## config.mk

```make
export PLATFORM = sky130hd
export DESIGN_NAME = i2c_master_bit_engine_core
export DESIGN_NICKNAME = d
export VERILOG_FILES = /design/src/rtl/i2cmbe_pkg.sv /design/src/rtl/i2cmbe_front.sv /design/src/rtl/i2cmbe_back.sv /design/src/rtl/i2c_master_bit_engine_core.sv
export SDC_FILE = /design/constraint.sdc
export NUM_CORES = 1
export LEC_CHECK = 0
export ABC_AREA = 1
export BUFFER_PORTS_ARGS = -buffer_cell sky130_fd_sc_hd__buf_4
export CORE_MARGIN = 8
export CORE_UTILIZATION = 30
export CTS_BUF_LIST = sky130_fd_sc_hd__clkbuf_8
export DETAILED_ROUTE_END_ITERATION = 12
export MAX_ROUTING_LAYER = met4
export PLACE_DENSITY_LB_ADDON = 0.2
export RECOVER_POWER = 25
export SLEW_MARGIN = 20
export SYNTH_ARGS = -nofsm -noshare
export SYNTH_HDL_FRONTEND = slang
export SYNTH_SLANG_ARGS = --single-unit
```

## constraint.sdc

```tcl
create_clock -name clk -period 3.4 [get_ports clk]
set_input_delay 0.17 -clock clk [delete_from_list [all_inputs] [get_ports clk]]
set_output_delay 0.17 -clock clk [all_outputs]
set_load 0.05 [all_outputs]
```

## src/rtl/i2cmbe_pkg.sv

```systemverilog
// ----------------------------------------------------------------------------
// i2cmbe_pkg
// Shared types and constants of the I2C master bit engine: command codes,
// sequencer phases, the queued request and the result record.
// ----------------------------------------------------------------------------
package i2cmbe_pkg;

	// reset value of the bus delay register
	localparam logic [7:0] DELAY_RESET = 8'd30;
	// default depths of the request queue and the result queue
	localparam int CMD_QDEPTH = 2;
	localparam int RES_QDEPTH = 2;
	// last bit index of a byte
	localparam logic [2:0] LAST_BIT = 3'd7;

	// raw mode codes as they arrive on the input
	typedef enum logic [3:0] {
		CMD_TICK  = 4'd0,
		CMD_START = 4'd1,
		CMD_STOP  = 4'd2,
		CMD_SEND  = 4'd3,
		CMD_READ  = 4'd4,
		CMD_WACK  = 4'd5,
		CMD_ACK   = 4'd6,
		CMD_NACK  = 4'd7,
		CMD_PROBE = 4'd8
	} cmd_t;

	// sequencer phases
	typedef enum logic [4:0] {
		PH_IDLE    = 5'd0,
		PH_START_A = 5'd1,
		PH_START_B = 5'd2,
		PH_START_C = 5'd3,
		PH_TX_A    = 5'd4,
		PH_TX_B    = 5'd5,
		PH_TX_C    = 5'd6,
		PH_RX_A    = 5'd7,
		PH_RX_B    = 5'd8,
		PH_WA_A    = 5'd9,
		PH_WA_B    = 5'd10,
		PH_WA_C    = 5'd11,
		PH_MA_A    = 5'd12,
		PH_MA_B    = 5'd13,
		PH_MA_C    = 5'd14,
		PH_STOP_A  = 5'd15,
		PH_STOP_B  = 5'd16
	} phase_t;

	// classified request handed from front to back
	typedef struct packed {
		logic       is_cmd;
		cmd_t       cmd;
		logic [7:0] data;
		logic       sda;
		logic       scl;
	} cmd_item_t;

	// one result record
	typedef struct packed {
		logic       scl_drive;
		logic       sda_drive;
		logic       busy;
		logic       done;
		logic [7:0] rx_byte;
		logic       no_ack;
		logic       rejected;
	} result_t;

endpackage

```

## src/rtl/i2cmbe_front.sv

```systemverilog
// ----------------------------------------------------------------------------
// i2cmbe_front
// Accepts requests, decodes the mode into a command class and holds them in
// a short queue until the sequencer takes them.
// ----------------------------------------------------------------------------
module i2cmbe_front import i2cmbe_pkg::*; #(
	parameter int QDEPTH = CMD_QDEPTH
) (
	input  logic      clk,
	input  logic      arst_n,
	input  logic      push,
	output logic      full,
	input  logic [3:0] mode,
	input  logic [7:0] data_byte,
	input  logic      sda_in,
	input  logic      scl_in,
	output logic      item_valid,
	output cmd_item_t item,
	input  logic      item_pop
);

	localparam int PW = $clog2(QDEPTH);
	localparam int CW = $clog2(QDEPTH + 1);
	localparam logic [CW-1:0] DEPTH_C = CW'(QDEPTH);
	localparam logic [PW-1:0] LAST_P = PW'(QDEPTH - 1);

	cmd_item_t        slot_q [QDEPTH];
	logic [PW-1:0]    wr_ptr_q, rd_ptr_q;
	logic [CW-1:0]    count_q;
	cmd_item_t        decoded;
	logic             do_push, do_pop;

	// mode decode, unknown codes count as ticks
	always_comb begin
		decoded.is_cmd = 1'b1;
		decoded.data   = data_byte;
		decoded.sda    = sda_in;
		decoded.scl    = scl_in;
		unique case (mode)
			CMD_START: decoded.cmd = CMD_START;
			CMD_STOP:  decoded.cmd = CMD_STOP;
			CMD_SEND:  decoded.cmd = CMD_SEND;
			CMD_READ:  decoded.cmd = CMD_READ;
			CMD_WACK:  decoded.cmd = CMD_WACK;
			CMD_ACK:   decoded.cmd = CMD_ACK;
			CMD_NACK:  decoded.cmd = CMD_NACK;
			CMD_PROBE: decoded.cmd = CMD_PROBE;
			default: begin
				decoded.cmd    = CMD_TICK;
				decoded.is_cmd = 1'b0;
			end
		endcase
	end

	// queue handshake
	assign full       = (count_q == DEPTH_C);
	assign item_valid = (count_q != '0);
	assign item       = slot_q[rd_ptr_q];
	assign do_push    = push && !full;
	assign do_pop     = item_pop && item_valid;

	// queue storage
	always_ff @(posedge clk) begin
		if (do_push) begin
			slot_q[wr_ptr_q] <= decoded;
		end
	end

	// queue pointers and fill count
	always_ff @(posedge clk or negedge arst_n) begin
		if (!arst_n) begin
			wr_ptr_q <= '0;
			rd_ptr_q <= '0;
			count_q  <= '0;
		end else begin
			if (do_push) begin
				wr_ptr_q <= (wr_ptr_q == LAST_P) ? '0 : wr_ptr_q + 1'b1;
			end
			if (do_pop) begin
				rd_ptr_q <= (rd_ptr_q == LAST_P) ? '0 : rd_ptr_q + 1'b1;
			end
			if (do_push && !do_pop) begin
				count_q <= count_q + 1'b1;
			end else if (do_pop && !do_push) begin
				count_q <= count_q - 1'b1;
			end
		end
	end

endmodule

```

## src/rtl/i2cmbe_back.sv

```systemverilog
// ----------------------------------------------------------------------------
// i2cmbe_back
// Bus sequencer: advances one step per request, drives the line levels,
// samples SDA and queues one result record per request.
// ----------------------------------------------------------------------------
module i2cmbe_back import i2cmbe_pkg::*; #(
	parameter int QDEPTH = RES_QDEPTH
) (
	input  logic      clk,
	input  logic      arst_n,
	input  logic      cfg_we,
	input  logic [7:0] cfg_wdata,
	input  logic      item_valid,
	input  cmd_item_t item,
	output logic      item_pop,
	output logic      empty,
	input  logic      pop,
	output result_t   res
);

	localparam int PW = $clog2(QDEPTH);
	localparam int CW = $clog2(QDEPTH + 1);
	localparam logic [CW-1:0] DEPTH_C = CW'(QDEPTH);
	localparam logic [PW-1:0] LAST_P = PW'(QDEPTH - 1);

	// sequencer state
	logic [7:0] delay_ticks_q;
	phase_t     phase_q;
	cmd_t       cmd_q;
	logic [2:0] bit_q;
	logic [7:0] shift_q;
	logic [7:0] dcount_q;
	logic       scl_q, sda_q, ack_q;
	logic [7:0] last_rx_q;

	phase_t     n_phase;
	cmd_t       n_cmd;
	logic [2:0] n_bit;
	logic [7:0] n_shift;
	logic [7:0] n_dcount;
	logic       n_scl, n_sda, n_ack;
	logic [7:0] n_last_rx;
	logic       done, rej, do_enter, do_finish;
	phase_t     enter_ph;
	result_t    res_d;

	// result queue
	result_t        slot_q [QDEPTH];
	logic [PW-1:0]  wr_ptr_q, rd_ptr_q;
	logic [CW-1:0]  count_q;
	logic           res_full, take, do_pop;

	assign res_full = (count_q == DEPTH_C);
	assign take     = item_valid && !res_full;
	assign item_pop = take;
	assign empty    = (count_q == '0);
	assign do_pop   = pop && !empty;
	assign res      = slot_q[rd_ptr_q];

	// next state of the sequencer for the request at the queue head
	always_comb begin
		n_phase   = phase_q;
		n_cmd     = cmd_q;
		n_bit     = bit_q;
		n_shift   = shift_q;
		n_dcount  = dcount_q;
		n_scl     = scl_q;
		n_sda     = sda_q;
		n_ack     = ack_q;
		n_last_rx = last_rx_q;
		done      = 1'b0;
		rej       = 1'b0;
		do_enter  = 1'b0;
		do_finish = 1'b0;
		enter_ph  = PH_IDLE;

		if (item.is_cmd && phase_q != PH_IDLE) begin
			rej = 1'b1;
		end else if (item.is_cmd) begin
			n_cmd = item.cmd;
			n_bit = '0;
			unique case (item.cmd)
				CMD_START: begin
					do_enter = 1'b1; enter_ph = PH_START_A;
				end
				CMD_STOP: begin
					do_enter = 1'b1; enter_ph = PH_STOP_A;
				end
				CMD_SEND: begin
					n_shift = item.data; do_enter = 1'b1; enter_ph = PH_TX_A;
				end
				CMD_READ: begin
					n_shift = '0; do_enter = 1'b1; enter_ph = PH_RX_A;
				end
				CMD_WACK: begin
					do_enter = 1'b1; enter_ph = PH_WA_A;
				end
				CMD_ACK, CMD_NACK: begin
					do_enter = 1'b1; enter_ph = PH_MA_A;
				end
				CMD_PROBE: begin
					// probe fails at once when either bus line is held low
					if (item.sda && item.scl) begin
						n_shift = item.data; do_enter = 1'b1; enter_ph = PH_START_A;
					end else begin
						n_ack = 1'b1; do_finish = 1'b1;
					end
				end
				CMD_TICK: begin
				end
			endcase
		end else if (phase_q != PH_IDLE) begin
			if (dcount_q > 8'd1) begin
				n_dcount = dcount_q - 8'd1;
			end else begin
				// wait expired, step to the next phase
				unique case (phase_q)
					PH_START_A: begin do_enter = 1'b1; enter_ph = PH_START_B; end
					PH_START_B: begin do_enter = 1'b1; enter_ph = PH_START_C; end
					PH_START_C: begin
						if (cmd_q == CMD_PROBE) begin
							n_bit = '0; do_enter = 1'b1; enter_ph = PH_TX_A;
						end else begin
							do_finish = 1'b1;
						end
					end
					PH_TX_A: begin do_enter = 1'b1; enter_ph = PH_TX_B; end
					PH_TX_B: begin do_enter = 1'b1; enter_ph = PH_TX_C; end
					PH_TX_C: begin
						n_shift = {shift_q[6:0], 1'b0};
						if (bit_q == LAST_BIT) begin
							if (cmd_q == CMD_PROBE) begin
								do_enter = 1'b1; enter_ph = PH_WA_A;
							end else begin
								do_finish = 1'b1;
							end
						end else begin
							n_bit = bit_q + 3'd1; do_enter = 1'b1; enter_ph = PH_TX_A;
						end
					end
					PH_RX_A: begin
						n_shift = {shift_q[6:0], item.sda};
						do_enter = 1'b1; enter_ph = PH_RX_B;
					end
					PH_RX_B: begin
						if (bit_q == LAST_BIT) begin
							n_last_rx = shift_q; do_finish = 1'b1;
						end else begin
							n_bit = bit_q + 3'd1; do_enter = 1'b1; enter_ph = PH_RX_A;
						end
					end
					PH_WA_A: begin do_enter = 1'b1; enter_ph = PH_WA_B; end
					PH_WA_B: begin
						n_ack = item.sda; do_enter = 1'b1; enter_ph = PH_WA_C;
					end
					PH_WA_C: begin
						if (cmd_q == CMD_PROBE) begin
							do_enter = 1'b1; enter_ph = PH_STOP_A;
						end else begin
							do_finish = 1'b1;
						end
					end
					PH_MA_A: begin do_enter = 1'b1; enter_ph = PH_MA_B; end
					PH_MA_B: begin do_enter = 1'b1; enter_ph = PH_MA_C; end
					PH_MA_C: begin
						if (cmd_q == CMD_ACK) begin
							n_sda = 1'b1;
						end
						do_finish = 1'b1;
					end
					PH_STOP_A: begin do_enter = 1'b1; enter_ph = PH_STOP_B; end
					PH_STOP_B: do_finish = 1'b1;
					PH_IDLE:   do_finish = 1'b1;
				endcase
			end
		end

		// sequence end
		if (do_finish) begin
			n_phase  = PH_IDLE;
			n_dcount = '0;
			done     = 1'b1;
		end

		// phase entry: reload the delay and set the line levels
		if (do_enter) begin
			n_phase  = enter_ph;
			n_dcount = (delay_ticks_q == '0) ? 8'd1 : delay_ticks_q;
			unique case (enter_ph)
				PH_START_A: begin n_sda = 1'b1; n_scl = 1'b1; end
				PH_START_B: n_sda = 1'b0;
				PH_START_C: n_scl = 1'b0;
				PH_TX_A:    n_sda = n_shift[7];
				PH_TX_B:    n_scl = 1'b1;
				PH_TX_C: begin
					n_scl = 1'b0;
					if (n_bit == LAST_BIT) begin
						n_sda = 1'b1;
					end
				end
				PH_RX_A: begin
					n_scl = 1'b1;
					// release sda on the first bit so the target can drive it
					if (n_bit == '0) begin
						n_sda = 1'b1;
					end
				end
				PH_RX_B:    n_scl = 1'b0;
				PH_WA_A:    n_sda = 1'b1;
				PH_WA_B:    n_scl = 1'b1;
				PH_WA_C:    n_scl = 1'b0;
				PH_MA_A:    n_sda = (n_cmd == CMD_ACK) ? 1'b0 : 1'b1;
				PH_MA_B:    n_scl = 1'b1;
				PH_MA_C:    n_scl = 1'b0;
				PH_STOP_A: begin n_sda = 1'b0; n_scl = 1'b1; end
				PH_STOP_B:  n_sda = 1'b1;
				PH_IDLE: begin
				end
			endcase
		end
	end

	// result record for this request
	always_comb begin
		res_d.scl_drive = n_scl;
		res_d.sda_drive = n_sda;
		res_d.busy      = (n_phase != PH_IDLE);
		res_d.done      = done;
		res_d.rx_byte   = n_last_rx;
		res_d.no_ack    = n_ack;
		res_d.rejected  = rej;
	end

	// delay register
	always_ff @(posedge clk or negedge arst_n) begin
		if (!arst_n) begin
			delay_ticks_q <= DELAY_RESET;
		end else if (cfg_we) begin
			delay_ticks_q <= cfg_wdata;
		end
	end

	// sequencer registers
	always_ff @(posedge clk or negedge arst_n) begin
		if (!arst_n) begin
			phase_q   <= PH_IDLE;
			cmd_q     <= CMD_TICK;
			bit_q     <= '0;
			shift_q   <= '0;
			dcount_q  <= '0;
			scl_q     <= 1'b1;
			sda_q     <= 1'b1;
			ack_q     <= 1'b0;
			last_rx_q <= '0;
		end else if (take) begin
			phase_q   <= n_phase;
			cmd_q     <= n_cmd;
			bit_q     <= n_bit;
			shift_q   <= n_shift;
			dcount_q  <= n_dcount;
			scl_q     <= n_scl;
			sda_q     <= n_sda;
			ack_q     <= n_ack;
			last_rx_q <= n_last_rx;
		end
	end

	// result queue storage
	always_ff @(posedge clk) begin
		if (take) begin
			slot_q[wr_ptr_q] <= res_d;
		end
	end

	// result queue pointers and fill count
	always_ff @(posedge clk or negedge arst_n) begin
		if (!arst_n) begin
			wr_ptr_q <= '0;
			rd_ptr_q <= '0;
			count_q  <= '0;
		end else begin
			if (take) begin
				wr_ptr_q <= (wr_ptr_q == LAST_P) ? '0 : wr_ptr_q + 1'b1;
			end
			if (do_pop) begin
				rd_ptr_q <= (rd_ptr_q == LAST_P) ? '0 : rd_ptr_q + 1'b1;
			end
			if (take && !do_pop) begin
				count_q <= count_q + 1'b1;
			end else if (do_pop && !take) begin
				count_q <= count_q - 1'b1;
			end
		end
	end

endmodule

```

## src/rtl/i2c_master_bit_engine_core.sv

```systemverilog
// ----------------------------------------------------------------------------
// i2c_master_bit_engine_core
// I2C master line sequencer driven by tick and command requests.
// ----------------------------------------------------------------------------
// Usage:
//   Input side is a queue: present mode, data_byte, sda_in and scl_in with
//   push; a request is taken on a clock edge with push high and full low.
//   Mode 0 (and any unknown code) is a tick, 1..8 are start, stop, send,
//   read, wait ack, ack, nack and probe. Each bus step lasts delay_ticks
//   ticks (one tick if it is zero), set through cfg_we/cfg_wdata while the engine is idle.
//   Result side is a queue: while empty is low the oldest result record
//   (line levels, busy, done pulse, rx byte, no_ack, rejected) is on the
//   result ports; pop with empty low takes it. One result per request.
//   Each request is registered in the request queue, then its result in
//   the result queue. Throughput: one request per cycle while the result
//   queue has room, set by the single-step sequencer.
//   A stalled receiver fills the two-entry result queue, then the two-entry
//   request queue, then full rises; nothing is dropped.
//   Reset: both queues empty, sequencer idle, lines released, delay 30.
// ----------------------------------------------------------------------------
module i2c_master_bit_engine_core import i2cmbe_pkg::*; #(
	parameter int CMD_DEPTH = CMD_QDEPTH,
	parameter int RES_DEPTH = RES_QDEPTH
) (
	input  logic       clk,
	input  logic       arst_n,
	input  logic       cfg_we,
	input  logic [7:0] cfg_wdata,
	input  logic       push,
	output logic       full,
	input  logic [3:0] mode,
	input  logic [7:0] data_byte,
	input  logic       sda_in,
	input  logic       scl_in,
	output logic       empty,
	input  logic       pop,
	output logic       scl_drive,
	output logic       sda_drive,
	output logic       busy_res,
	output logic       done_res,
	output logic [7:0] rx_byte,
	output logic       no_ack,
	output logic       rejected
);

	logic      item_valid, item_pop;
	cmd_item_t item;
	result_t   res;

	// request decode and queue
	i2cmbe_front #(.QDEPTH(CMD_DEPTH)) u_front (
		.clk        (clk),
		.arst_n     (arst_n),
		.push       (push),
		.full       (full),
		.mode       (mode),
		.data_byte  (data_byte),
		.sda_in     (sda_in),
		.scl_in     (scl_in),
		.item_valid (item_valid),
		.item       (item),
		.item_pop   (item_pop)
	);

	// bus sequencer and result queue
	i2cmbe_back #(.QDEPTH(RES_DEPTH)) u_back (
		.clk        (clk),
		.arst_n     (arst_n),
		.cfg_we     (cfg_we),
		.cfg_wdata  (cfg_wdata),
		.item_valid (item_valid),
		.item       (item),
		.item_pop   (item_pop),
		.empty      (empty),
		.pop        (pop),
		.res        (res)
	);

	// result fields
	assign scl_drive = res.scl_drive;
	assign sda_drive = res.sda_drive;
	assign busy_res  = res.busy;
	assign done_res  = res.done;
	assign rx_byte   = res.rx_byte;
	assign no_ack    = res.no_ack;
	assign rejected  = res.rejected;

endmodule

```

==> flow_summary.json, run 1 <==
{
  "synth.area.mux_share_pct": 0,
  "syn_avg_cell_area_um2": 8.23,
  "cp-start-kind": "flop",
  "hold_class": "in2reg",
  "cts_sinks": 113,
  "drtIter0Drc": 438,
  "hold_ws_ns": 0.0307,
  "relSlewSlack_pct": 1.13,
  "critPathKind": "reg2reg",
  "overflow": 0,
  "routed_via_density": 4.54,
  "power_density_nw_per_um2": 972,
  "power.switching_w": 0.00342,
  "grt_pass1_wl_um": 25400,
  "rsz0062_at_grt": "false",
  "end_kind": "flop",
  "core_area_um2": 20100,
  "dr_total_vias": 4996,
  "detail_route.wl_per_cell_um": 13.8,
  "grt_max_degree": 56,
  "seq_area_frac_synth_pct": 51.2,
  "synthAdderAreaFrac_pct": 1.03,
  "num_rows": 52,
  "power.leakage_nw": 3.32,
  "path_clk_slew_ns": 0.08,
  "tightest_slew_ns": 1.48,
  "cts_setup_buffers": 0,
  "drv_slew": 0,
  "place_hpwl_um": 10900,
  "finalWeightedCongestion": 0.928,
  "period_needed_ns": 3.02,
  "synth_xor_area_share_pct": 1.87,
  "n_antenna_cell": 0,
  "die_w_um": 159,
  "synth_top_family_by_area": "simple AND/OR/NAND/NOR gates",
  "cts_resized": 0,
  "synth_compound_area_share_pct": 10.7,
  "drive_gt1_share_pct": 15.9,
  "dieArea_um2": 25200,
  "clock_latency_ns": 0.44,
  "drc_errors": 0,
  "area_growth_pct": 20.4,
  "maxCapViolations": 0,
  "htree_levels": 4,
  "io-pin-count": 43,
  "clock_tree.root_cell": "clkbuf_8",
  "status": "finished clean",
  "track_usage_pct": 13.4,
  "ir_drop_uv": 401,
  "grt_pass1_vias": 4835,
  "synth_cells": 742,
  "postRouteAntennaNets": 0,
  "synth-seq-cells": 113,
  "finalNetCount": 849,
  "seqPwrFrac_pct": 32.1,
  "finalCritPeriodShare_pct": 88.7,
  "first_pass_iters": 5,
  "finalClockSkew_ns": 0.0138,
  "critical_path.slowest_cell": "dfrtp_1",
  "critPathMaxStageDelay_ns": 0.72,
  "totalWireLength_um": 15200,
  "combPwrFrac_pct": 49.9,
  "clkPwrFrac_pct": 18.0,
  "syn_area_um2": 6100,
  "start_util_pct": 30.4,
  "syn_nets": 774,
  "synth.distinct_cells": 46,
  "nFillCells": 2106,
  "setup_tns_ns": 0,
  "path_max_fanout": 16,
  "internal_power_w": 0.00373,
  "setup_viol": 0,
  "yosysWarningCount": 0,
  "cts_made_buffers": 17,
  "final-hold-violation-count": 0,
  "switching_share_pct": 47.8,
  "cp_common_cell": "nand2_2",
  "arrival_ns": 3.17,
  "grt_antenna_before_repair": 0,
  "ctsLongestPathBuffers": 2,
  "chipHeight_um": 159,
  "worst_ep_required_time_ns": 3.55,
  "cp_cell_sequence": "inv_6 -> nand2_1 -> nand2_2 -> nand2_1 -> nand2_2 -> nand2_2 -> o21ai_0 -> nor2_1 -> nand4_1",
  "port_buffers": 42,
  "cts_tree": "built",
  "max_freq_mhz": 331,
  "synthSimpleGateAreaFrac_pct": 28.0
}
## worst max-delay path: cells and delay by family, from the launching register on
family,cells,cell delay [ns]
AOI/OAI and AO/OA,1,0.14
buffers and inverters,1,0.15
and+or+nand+nor,7,1.70
DFF,1,0.72
## state kept, by name, summed over array words and instances (netlist names), 2 cells and up
name,cells
u_back.last_rx_q,8
u_back.delay_ticks_q,8
u_back.cmd_q,4
u_back.slot_q,28
u_front.count_q,2
u_back.shift_q,8
u_back.phase_q,5
u_back.dcount_q,8
u_back.count_q,2
u_front.slot_q,30
u_back.bit_q,3
## power groups by stage
stage	clock, W	combinational [W]	sequential, W
after detailed placement	0	0.00355	0.00233
after floorplan	0	0.00275	0.00220
final	0.00128	0.00356	0.00230
after global placement	0	0.00355	0.00233
after CTS	0.00133	0.00359	0.00230
after global routing	0.00139	0.00400	0.00236
## through the flow
stage	instances	util, %	setup slack, ns	cell area (um2)	power (W)
6_report	1100	36.6	0.383	7350	0.00714
2_1_floorplan	742	-	1.28	6100	0.00495
5_1_grt	1100	36.6	0.0999	7350	0.00775
3_5_place_dp	1042	33.3	0.405	6690	0.00588
3_3_place_gp	1042	33.3	0.427	6690	0.00588
4_1_cts	1100	36.6	0.384	7360	0.00722
## placed cells by master, fill, tap and decap left out, types with 3 or more instances in the layout
cell	synthesis	layout
inv_2	10	10
nand2_1	228	228
o2111ai_1	5	5
nand4_1	10	10
clkbuf_8	0	18
o22ai_1	8	7
o21ai_1	10	10
inv_6	1	5
xnor2_1	3	3
dlygate4sd3_1	0	26
nor3_1	7	7
or2_2	4	4
buf_4	2	33
nand3_2	3	3
edfxtp_1	58	58
a32o_1	3	3
a21oi_1	12	12
dfstp_2	6	6
ha_1	5	5
nor2_1	68	68
nand2_2	17	17
nor2_2	5	5
inv_1	77	77
xor2_1	10	10
dfrtp_1	49	49
clkbuf_4	0	12
nand3_1	45	45
clkinvlp_4	0	3
o21ai_0	62	62
clkinv_4	0	3
## Yosys cell counts, drive strengths merged
| library cell | count | area, um2 |
|---|---|---|
| a211oi | 1 | 7.51 |
| ha | 5 | 62.6 |
| nand2 | 245 | 962 |
| inv | 88 | 335 |
| nor4 | 1 | 6.26 |
| o2111ai | 5 | 43.8 |
| a32o | 3 | 30.0 |
| nand4 | 10 | 62.6 |
| nor2 | 74 | 298 |
| buf | 12 | 87.6 |
| o41ai | 1 | 8.76 |
| o211ai | 1 | 7.51 |
| and2 | 1 | 6.26 |
| nand3b | 3 | 35.0 |
| a21oi | 12 | 60.1 |
| o21a | 1 | 7.51 |
| o22ai | 8 | 50.1 |
| o21ai | 74 | 385 |
| a31o | 1 | 8.76 |
| nand3 | 49 | 273 |
| a31oi | 3 | 33.8 |
| dfstp | 6 | 158 |
| or2 | 5 | 31.3 |
| clkbuf | 5 | 18.8 |
| xor2 | 10 | 87.6 |
| nor3 | 7 | 35.0 |
| dfrtp | 49 | 1230 |
| edfxtp | 58 | 1740 |
| xnor2 | 3 | 26.3 |
| a21boi | 1 | 7.51 |
## area by class of cell
class | count | area [um2] | area share, %
clock buffer | 18 | 248 | 3.37
clock inverter | 14 | 154 | 2.09
inverter | 88 | 335 | 4.56
multi-input combinational | 524 | 2540 | 34.6
sequential | 113 | 3130 | 42.5
tap | 270 | 338 | 4.60
timing repair buffer | 73 | 607 | 8.26
## final timing paths
| kind | from | to | slack (ns) | depth (start not counted) |
|---|---|---|---|---|
| min in group asynchronous | arst_n | u_back.cmd_q[2] | 0.63 | 2 |
| worst min-delay path | cfg_we | u_back.delay_ticks_q[7] | 0.03 | 2 |
| worst max-delay path | u_front.rd_ptr_q | u_back.slot_q[1][11] | 0.38 | 9 |
| max in group asynchronous | arst_n | u_back.shift_q[3] | 1.88 | 2 |
| worst max register to register | u_front.rd_ptr_q | u_back.slot_q[1][11] | 0.38 | 9 |
| worst min register to register | u_back.scl_q | u_back.scl_q | 0.47 | 2 |
## routing by layer
| metal | vias to the layer above | routed length, um | share of wire, % | GRT usage (%) |
|---|---|---|---|---|
| li1 | 2591 | - | - | - |
| met1 | 2260 | 7640 | 50 | 18.0 |
| met2 | 125 | 6510 | 43 | 19.1 |
| met3 | 20 | 739 | 4.9 | 2.90 |
| met4 | 0 | 301 | 2.0 | 5.70 |
| met5 | - | 0 | 0 | - |
## kinds of logic after synthesis
kind of cell	after synthesis
simple gates	395
flops	113
fa+ha+maj	5
buf+inv	105
compound gates	111
xor+xnor	13
## what timing repair did
| action | CTS | global route |
|---|---|---|
| endpoints found under the hold margin | 77 | 0 |
| setup endpoints to repair | 0 | 0 |
| hold buffers | 26 | 0 |
(Power assumes the default switching activity.)
==> inputs of run 2 (changes only) <==
Settings changed: PLACE_DENSITY_LB_ADDON 0.2 to not set.
==> run 2 against run 1 <==
Effect of this change: sequential cell count is the same; global-route usage is 0.83 points lower; count of clock-buffer cells in the layout decreased by 1; cell area fell by 0.46%; sequential share of layout area grew 0.20 points.
==> flow_summary.json, run 2 (synthesized netlist as in run 1, its figures left out) <==
{
  "routed_via_density": 4.55,
  "postRouteAntennaNets": 0,
  "finalClockSkew_ns": 0.00977,
  "grt_antenna_before_repair": 0,
  "period_needed_ns": 3.01,
  "final_util_pct": 36.4,
  "maxCapViolations": 0,
  "hold_buffers": 22,
  "chipHeight_um": 159,
  "drc_errors": 0,
  "worst_ep_required_time_ns": 3.55,
  "cp-start-kind": "flop",
  "top_register": "u_front.slot_q",
  "power_density_nw_per_um2": 980,
  "ir_drop_uv": 357,
  "end_kind": "flop",
  "setup_tns_ns": 0,
  "final-hold-violation-count": 0,
  "finalNetCount": 845,
  "start_util_pct": 30.4,
  "dr_wl_met3_um": 670,
  "status": "finished clean",
  "htree_levels": 4,
  "top_regs": "u_front.slot_q (30), u_back.slot_q (28)",
  "finalWorstSetupSlack_ns": 0.392,
  "totalWireLength_um": 14400,
  "place_hpwl_um": 10400,
  "maxUsedRoutingLayer": "met4",
  "final_common_cell": "nand2_1",
  "cts_resized": 0,
  "grt_max_degree": 56,
  "track_usage_pct": 12.6,
  "cts_made_buffers": 17,
  "clock_tree.root_cell": "clkbuf_8",
  "grt_pass1_wl_um": 24000,
  "dr_total_vias": 4992,
  "num_rows": 52,
  "clock_latency_ns": 0.44,
  "port_buffers": 42,
  "grt_pass1_vias": 4700,
  "tightest_slew_ns": 1.42,
  "relSlewSlack_pct": 5.07,
  "n_antenna_cell": 0,
  "first_pass_iters": 5,
  "rsz0062_at_grt": "false",
  "cts_tree": "built",
  "post-place-ws_ns": 0.458,
  "core_area_um2": 20100,
  "setup_viol": 0,
  "cts_setup_buffers": 0,
  "drtIter0Drc": 415,
  "path_max_fanout": 16,
  "dieArea_um2": 25200,
  "io-pin-count": 43,
  "area_growth_pct": 19.9,
  "path_clk_slew_ns": 0.07,
  "arrival_ns": 3.16,
  "max_freq_mhz": 332,
  "die_w_um": 159,
  "cts_sinks": 113,
  "wl_met2_um": 6470,
  "drv_slew": 0,
  "final_cell_mix": "228 x nand2_1, 78 x inv_1, 68 x nor2_1",
  "finalWeightedCongestion": 0.967,
  "power.leakage_nw": 3.30,
  "hold_class": "in2reg",
  "critPathKind": "reg2reg",
  "largest_register_ffs": 30,
  "drive_gt1_share_pct": 15.1,
  "overflow": 0,
  "detail_route.wl_per_cell_um": 13.1,
  "finalCritPeriodShare_pct": 88.5,
  "ctsLongestPathBuffers": 2,
  "wl_met1_um": 6880
}
[run 2: changes by cell type in the layout (fill, tap and decap cells not counted), sizes merged]
cell / before / now
bufinv: 2 / 4
clkinv: 5 / 7
inv: 92 / 90
clkinvlp: 3 / 2
clkbuf: 32 / 31
dlygate4sd3: 26 / 22
[run 2: path summary, 6_finish.rpt]
kind	start	to	slack (ns)	depth (start not counted)
min in group asynchronous	arst_n	u_front.count_q[1]	0.60	2
max in group asynchronous	arst_n	u_back.shift_q[3]	1.94	2
worst min register to register	u_back.scl_q	u_back.scl_q	0.47	2
worst max-delay path	u_front.rd_ptr_q	u_back.slot_q[1][11]	0.39	9
worst min-delay path	cfg_we	u_back.delay_ticks_q[2]	0.03	2
worst max register to register	u_front.rd_ptr_q	u_back.slot_q[1][11]	0.39	9
[run 2: per-layer routing]
layer	up-vias	GRT usage [%]
met5	-	-
met4	0	6.20
met3	26	2.47
met2	116	18.5
met1	2270	16.3
li1	2580	-
[run 2: area by class of cell]
cell class	count	area, um2
Inverter	88	335
Tap cell	270	338
Sequential cell	113	3130
Timing Repair Buffer	69	548
Multi-Input combinational cell	524	2540
Clock buffer	17	234
Fill cell	2045	12800
Clock inverter	15	193
[run 2: power by group]
| group | internal, W | leakage, nW | switching (W) |
|---|---|---|---|
| Combinational | 0.00105 | 1.85 | 0.00247 |
| Sequential | 0.00199 | 1.24 | 0.000297 |
| Clock | 0.000793 | 0.215 | 0.000566 |
[run 2: per-stage QoR]
| step | instance area, um2 | total power, W | std cells | hold slack, ns |
|---|---|---|---|---|
| 2_1_floorplan | 6100 | 0.00495 | 742 | -0.126 |
| 3_3_place_gp | 6690 | 0.00580 | 1042 | 0.280 |
| 3_5_place_dp | 6690 | 0.00582 | 1042 | 0.286 |
| 4_1_cts | 7340 | 0.00723 | 1096 | 0.00110 |
| 5_1_grt | 7320 | 0.00776 | 1096 | 0.0130 |
| 6_report | 7320 | 0.00717 | 1096 | 0.0318 |
[run 2: critical path, stage by stage (launching register included)]
cell	delay, ns
dfrtp_1	0.71
inv_6	0.15
nand2_1	0.11
nand2_2	0.19
nand2_1	0.50
nand2_2	0.35
nand2_2	0.26
o21ai_0	0.14
nor2_1	0.15
nand4_1	0.15
==> inputs of run 3 (changes only) <==
Settings changed: SYNTH_HIERARCHICAL set to 1.
==> run 3 against run 2 <==
Effect of this change: global-route usage decreased by 0.14 points; sequential share of layout area decreased by 1.1 points; first-iteration DRC count decreased by 13%; cell count increased by 3.2%; highest routed layer unchanged.
==> flow_summary.json, run 3 <==
{
  "status": "finished clean",
  "n_antenna_cell": 0,
  "finalNetCount": 880,
  "finalClockSkew_ns": 0.0123,
  "async_flop_share_pct": 48.7,
  "switching_share_pct": 47.0,
  "drive_gt1_share_pct": 15.8,
  "yosysWarningCount": 6,
  "final_cell_mix": "251 x nand2_1, 76 x inv_1, 69 x nor2_1",
  "chipHeight_um": 160,
  "worstReg2RegStart": "u_front/rd_ptr_q",
  "synth_largest_area_cell": "edfxtp_1",
  "nFillCells": 2028,
  "drv_slew": 0,
  "hp-start": "push",
  "overflow": 0,
  "clock_tree.root_cell": "clkbuf_8",
  "dr_total_vias": 5135,
  "synth_edf_count": 58,
  "clkPwrFrac_pct": 18.8,
  "combPwrFrac_pct": 51.2,
  "synth.top_cell.area_share_pct": 28.1,
  "drtIter0Drc": 363,
  "critical_path.startpoint": "u_front/rd_ptr_q",
  "seq_area_frac_synth_pct": 50.4,
  "power_density_nw_per_um2": 1000,
  "cts_tree": "built",
  "port_buffers": 42,
  "hold_class": "in2reg",
  "syn_avg_cell_area_um2": 8.04,
  "internal_power_w": 0.00399,
  "first_pass_iters": 5,
  "setup_viol": 0,
  "track_usage_pct": 12.4,
  "relSlewSlack_pct": 2.72,
  "area_growth_pct": 21.3,
  "arrival_ns": 3.03,
  "htree_levels": 4,
  "grt_max_degree": 56,
  "place_hpwl_um": 10500,
  "detail_route.wl_per_cell_um": 13.1,
  "tightest_slew_ns": 1.46,
  "end_kind": "flop",
  "critPathKind": "reg2reg",
  "placedCellCount": 1070,
  "synth_cells": 771,
  "fin_cells": 1131,
  "synth.most_common_cell": "nand2_1",
  "synthFlopType": "edfxtp_1",
  "top_register": "u_front/slot_q",
  "period_needed_ns": 2.85,
  "ir_drop_uv": 375,
  "finalWeightedCongestion": 0.905,
  "grt_antenna_before_repair": 0,
  "postRouteAntennaNets": 0,
  "io-pin-count": 43,
  "ys_top_cells_by_count": "251 x nand2_1, 75 x inv_1, 68 x nor2_1",
  "syn_nets": 803,
  "ys_top_cells_by_area": "edfxtp_1 28%, dfrtp_1 20%, nand2_1 15%",
  "grt_pass1_vias": 4993,
  "cts_sinks": 113,
  "setup_tns_ns": 0,
  "power.leakage_nw": 3.41,
  "routed_via_density": 4.54,
  "max_freq_mhz": 351,
  "finalCritPeriodShare_pct": 83.9,
  "clock_latency_ns": 0.45,
  "seqPwrFrac_pct": 30.1,
  "path_max_fanout": 15,
  "final_common_cell": "nand2_1",
  "largest_register_ffs": 30,
  "drc_errors": 0,
  "cts_resized": 0,
  "start_util_pct": 30.6,
  "cp-start-kind": "flop",
  "cts_made_buffers": 17,
  "die_w_um": 160,
  "final-hold-violation-count": 0,
  "grt_pass1_wl_um": 25100,
  "syn_area_um2": 6200,
  "num_rows": 52,
  "worst_ep_required_time_ns": 3.58,
  "top_regs": "u_front/slot_q (30), u_back/slot_q (28)",
  "core_area_um2": 20200,
  "dieArea_um2": 25500,
  "totalWireLength_um": 14900,
  "maxCapViolations": 0,
  "synth.distinct_cells": 44,
  "synth-seq-cells": 113,
  "ctsLongestPathBuffers": 2,
  "power.switching_w": 0.00353,
  "rsz0062_at_grt": "false",
  "path_clk_slew_ns": 0.07,
  "hold_ws_ns": 0.0371
}
[run 3: timing repair]
action,4_1_cts,5_1_grt
hold buffers,29,0
buffers inserted,0,0
hold endpoints to repair,77,0
[run 3: cells by family after synthesis]
kind of cell | count (synthesis) | synth area share (%)
AO/OA/AOI/OAI | 103 | 8.92
AND/OR/NAND/NOR | 428 | 30.6
XOR/XNOR | 11 | 1.55
buffers and inverters | 110 | 7.25
multiplexers | 1 | 0.182
flip-flops | 113 | 50.4
adder cells (fa/ha/maj) | 5 | 1.01
[run 3: layout make-up]
class                      instances  area [um2]  area share, %
tap                              270         338           4.49
inverter                          90         340           4.53
sequential                       113        3130           41.6
multi-input combinational        548        2620           34.8
clock inverter                    13         184           2.45
timing repair buffer              78         652           8.67
clock buffer                      19         262           3.48
[run 3: per-layer routing]
layer	global-route usage [%]	share of wire, %
met1	16.5	50
met4	4.55	1.6
met3	2.88	4.0
met2	18.2	44
met5	-	0
[run 3: path summary, 6_finish.rpt]
path	endpoint	slack [ns]	depth (start not counted)
worst max-delay path	u_back/slot_q[1][11]	0.55	13
worst min-delay path	u_front/wr_ptr_q	0.04	4
worst max register to register	u_back/slot_q[1][11]	0.55	13
worst min register to register	u_back/scl_q	0.47	2
max in group asynchronous	u_front/count_q[0]	1.91	2
min in group asynchronous	u_back/dcount_q[4]	0.61	2
[run 3: metrics by stage]
stage | cell area (um2) | setup WS (ns) | power, W | utilization [%]
finish | 7520 | 0.548 | 0.00752 | 37.1
global route | 7520 | 0.194 | 0.00815 | 37.1
CTS | 7530 | 0.582 | 0.00760 | 37.2
detailed placement | 6790 | 0.611 | 0.00612 | 33.6
global placement | 6790 | 0.640 | 0.00610 | 33.6
floorplan | 6200 | 1.09 | 0.00514 | -
[run 3: power by group through the flow]
stage / sequential [W] / clock, W / combinational [W]
floorplan: 0.00221 / 0 / 0.00293
global placement: 0.00228 / 0 / 0.00382
detailed placement: 0.00228 / 0 / 0.00384
CTS: 0.00226 / 0.00146 / 0.00388
global route: 0.00232 / 0.00151 / 0.00432
finish: 0.00226 / 0.00141 / 0.00385
[run 3: critical path: stages (launching register included)]
cell and delay, ns:
dfrtp_1 0.41, buf_4 0.21, nand2_1 0.07, nand2_1 0.11, nor2_1 0.24, nand3_1 0.15, nor2_1 0.20, o21ai_0 0.17
nand2_1 0.14, nand2_1 0.27, nand2_2 0.28, o21ai_1 0.11, nor2_1 0.12, nand3_1 0.10
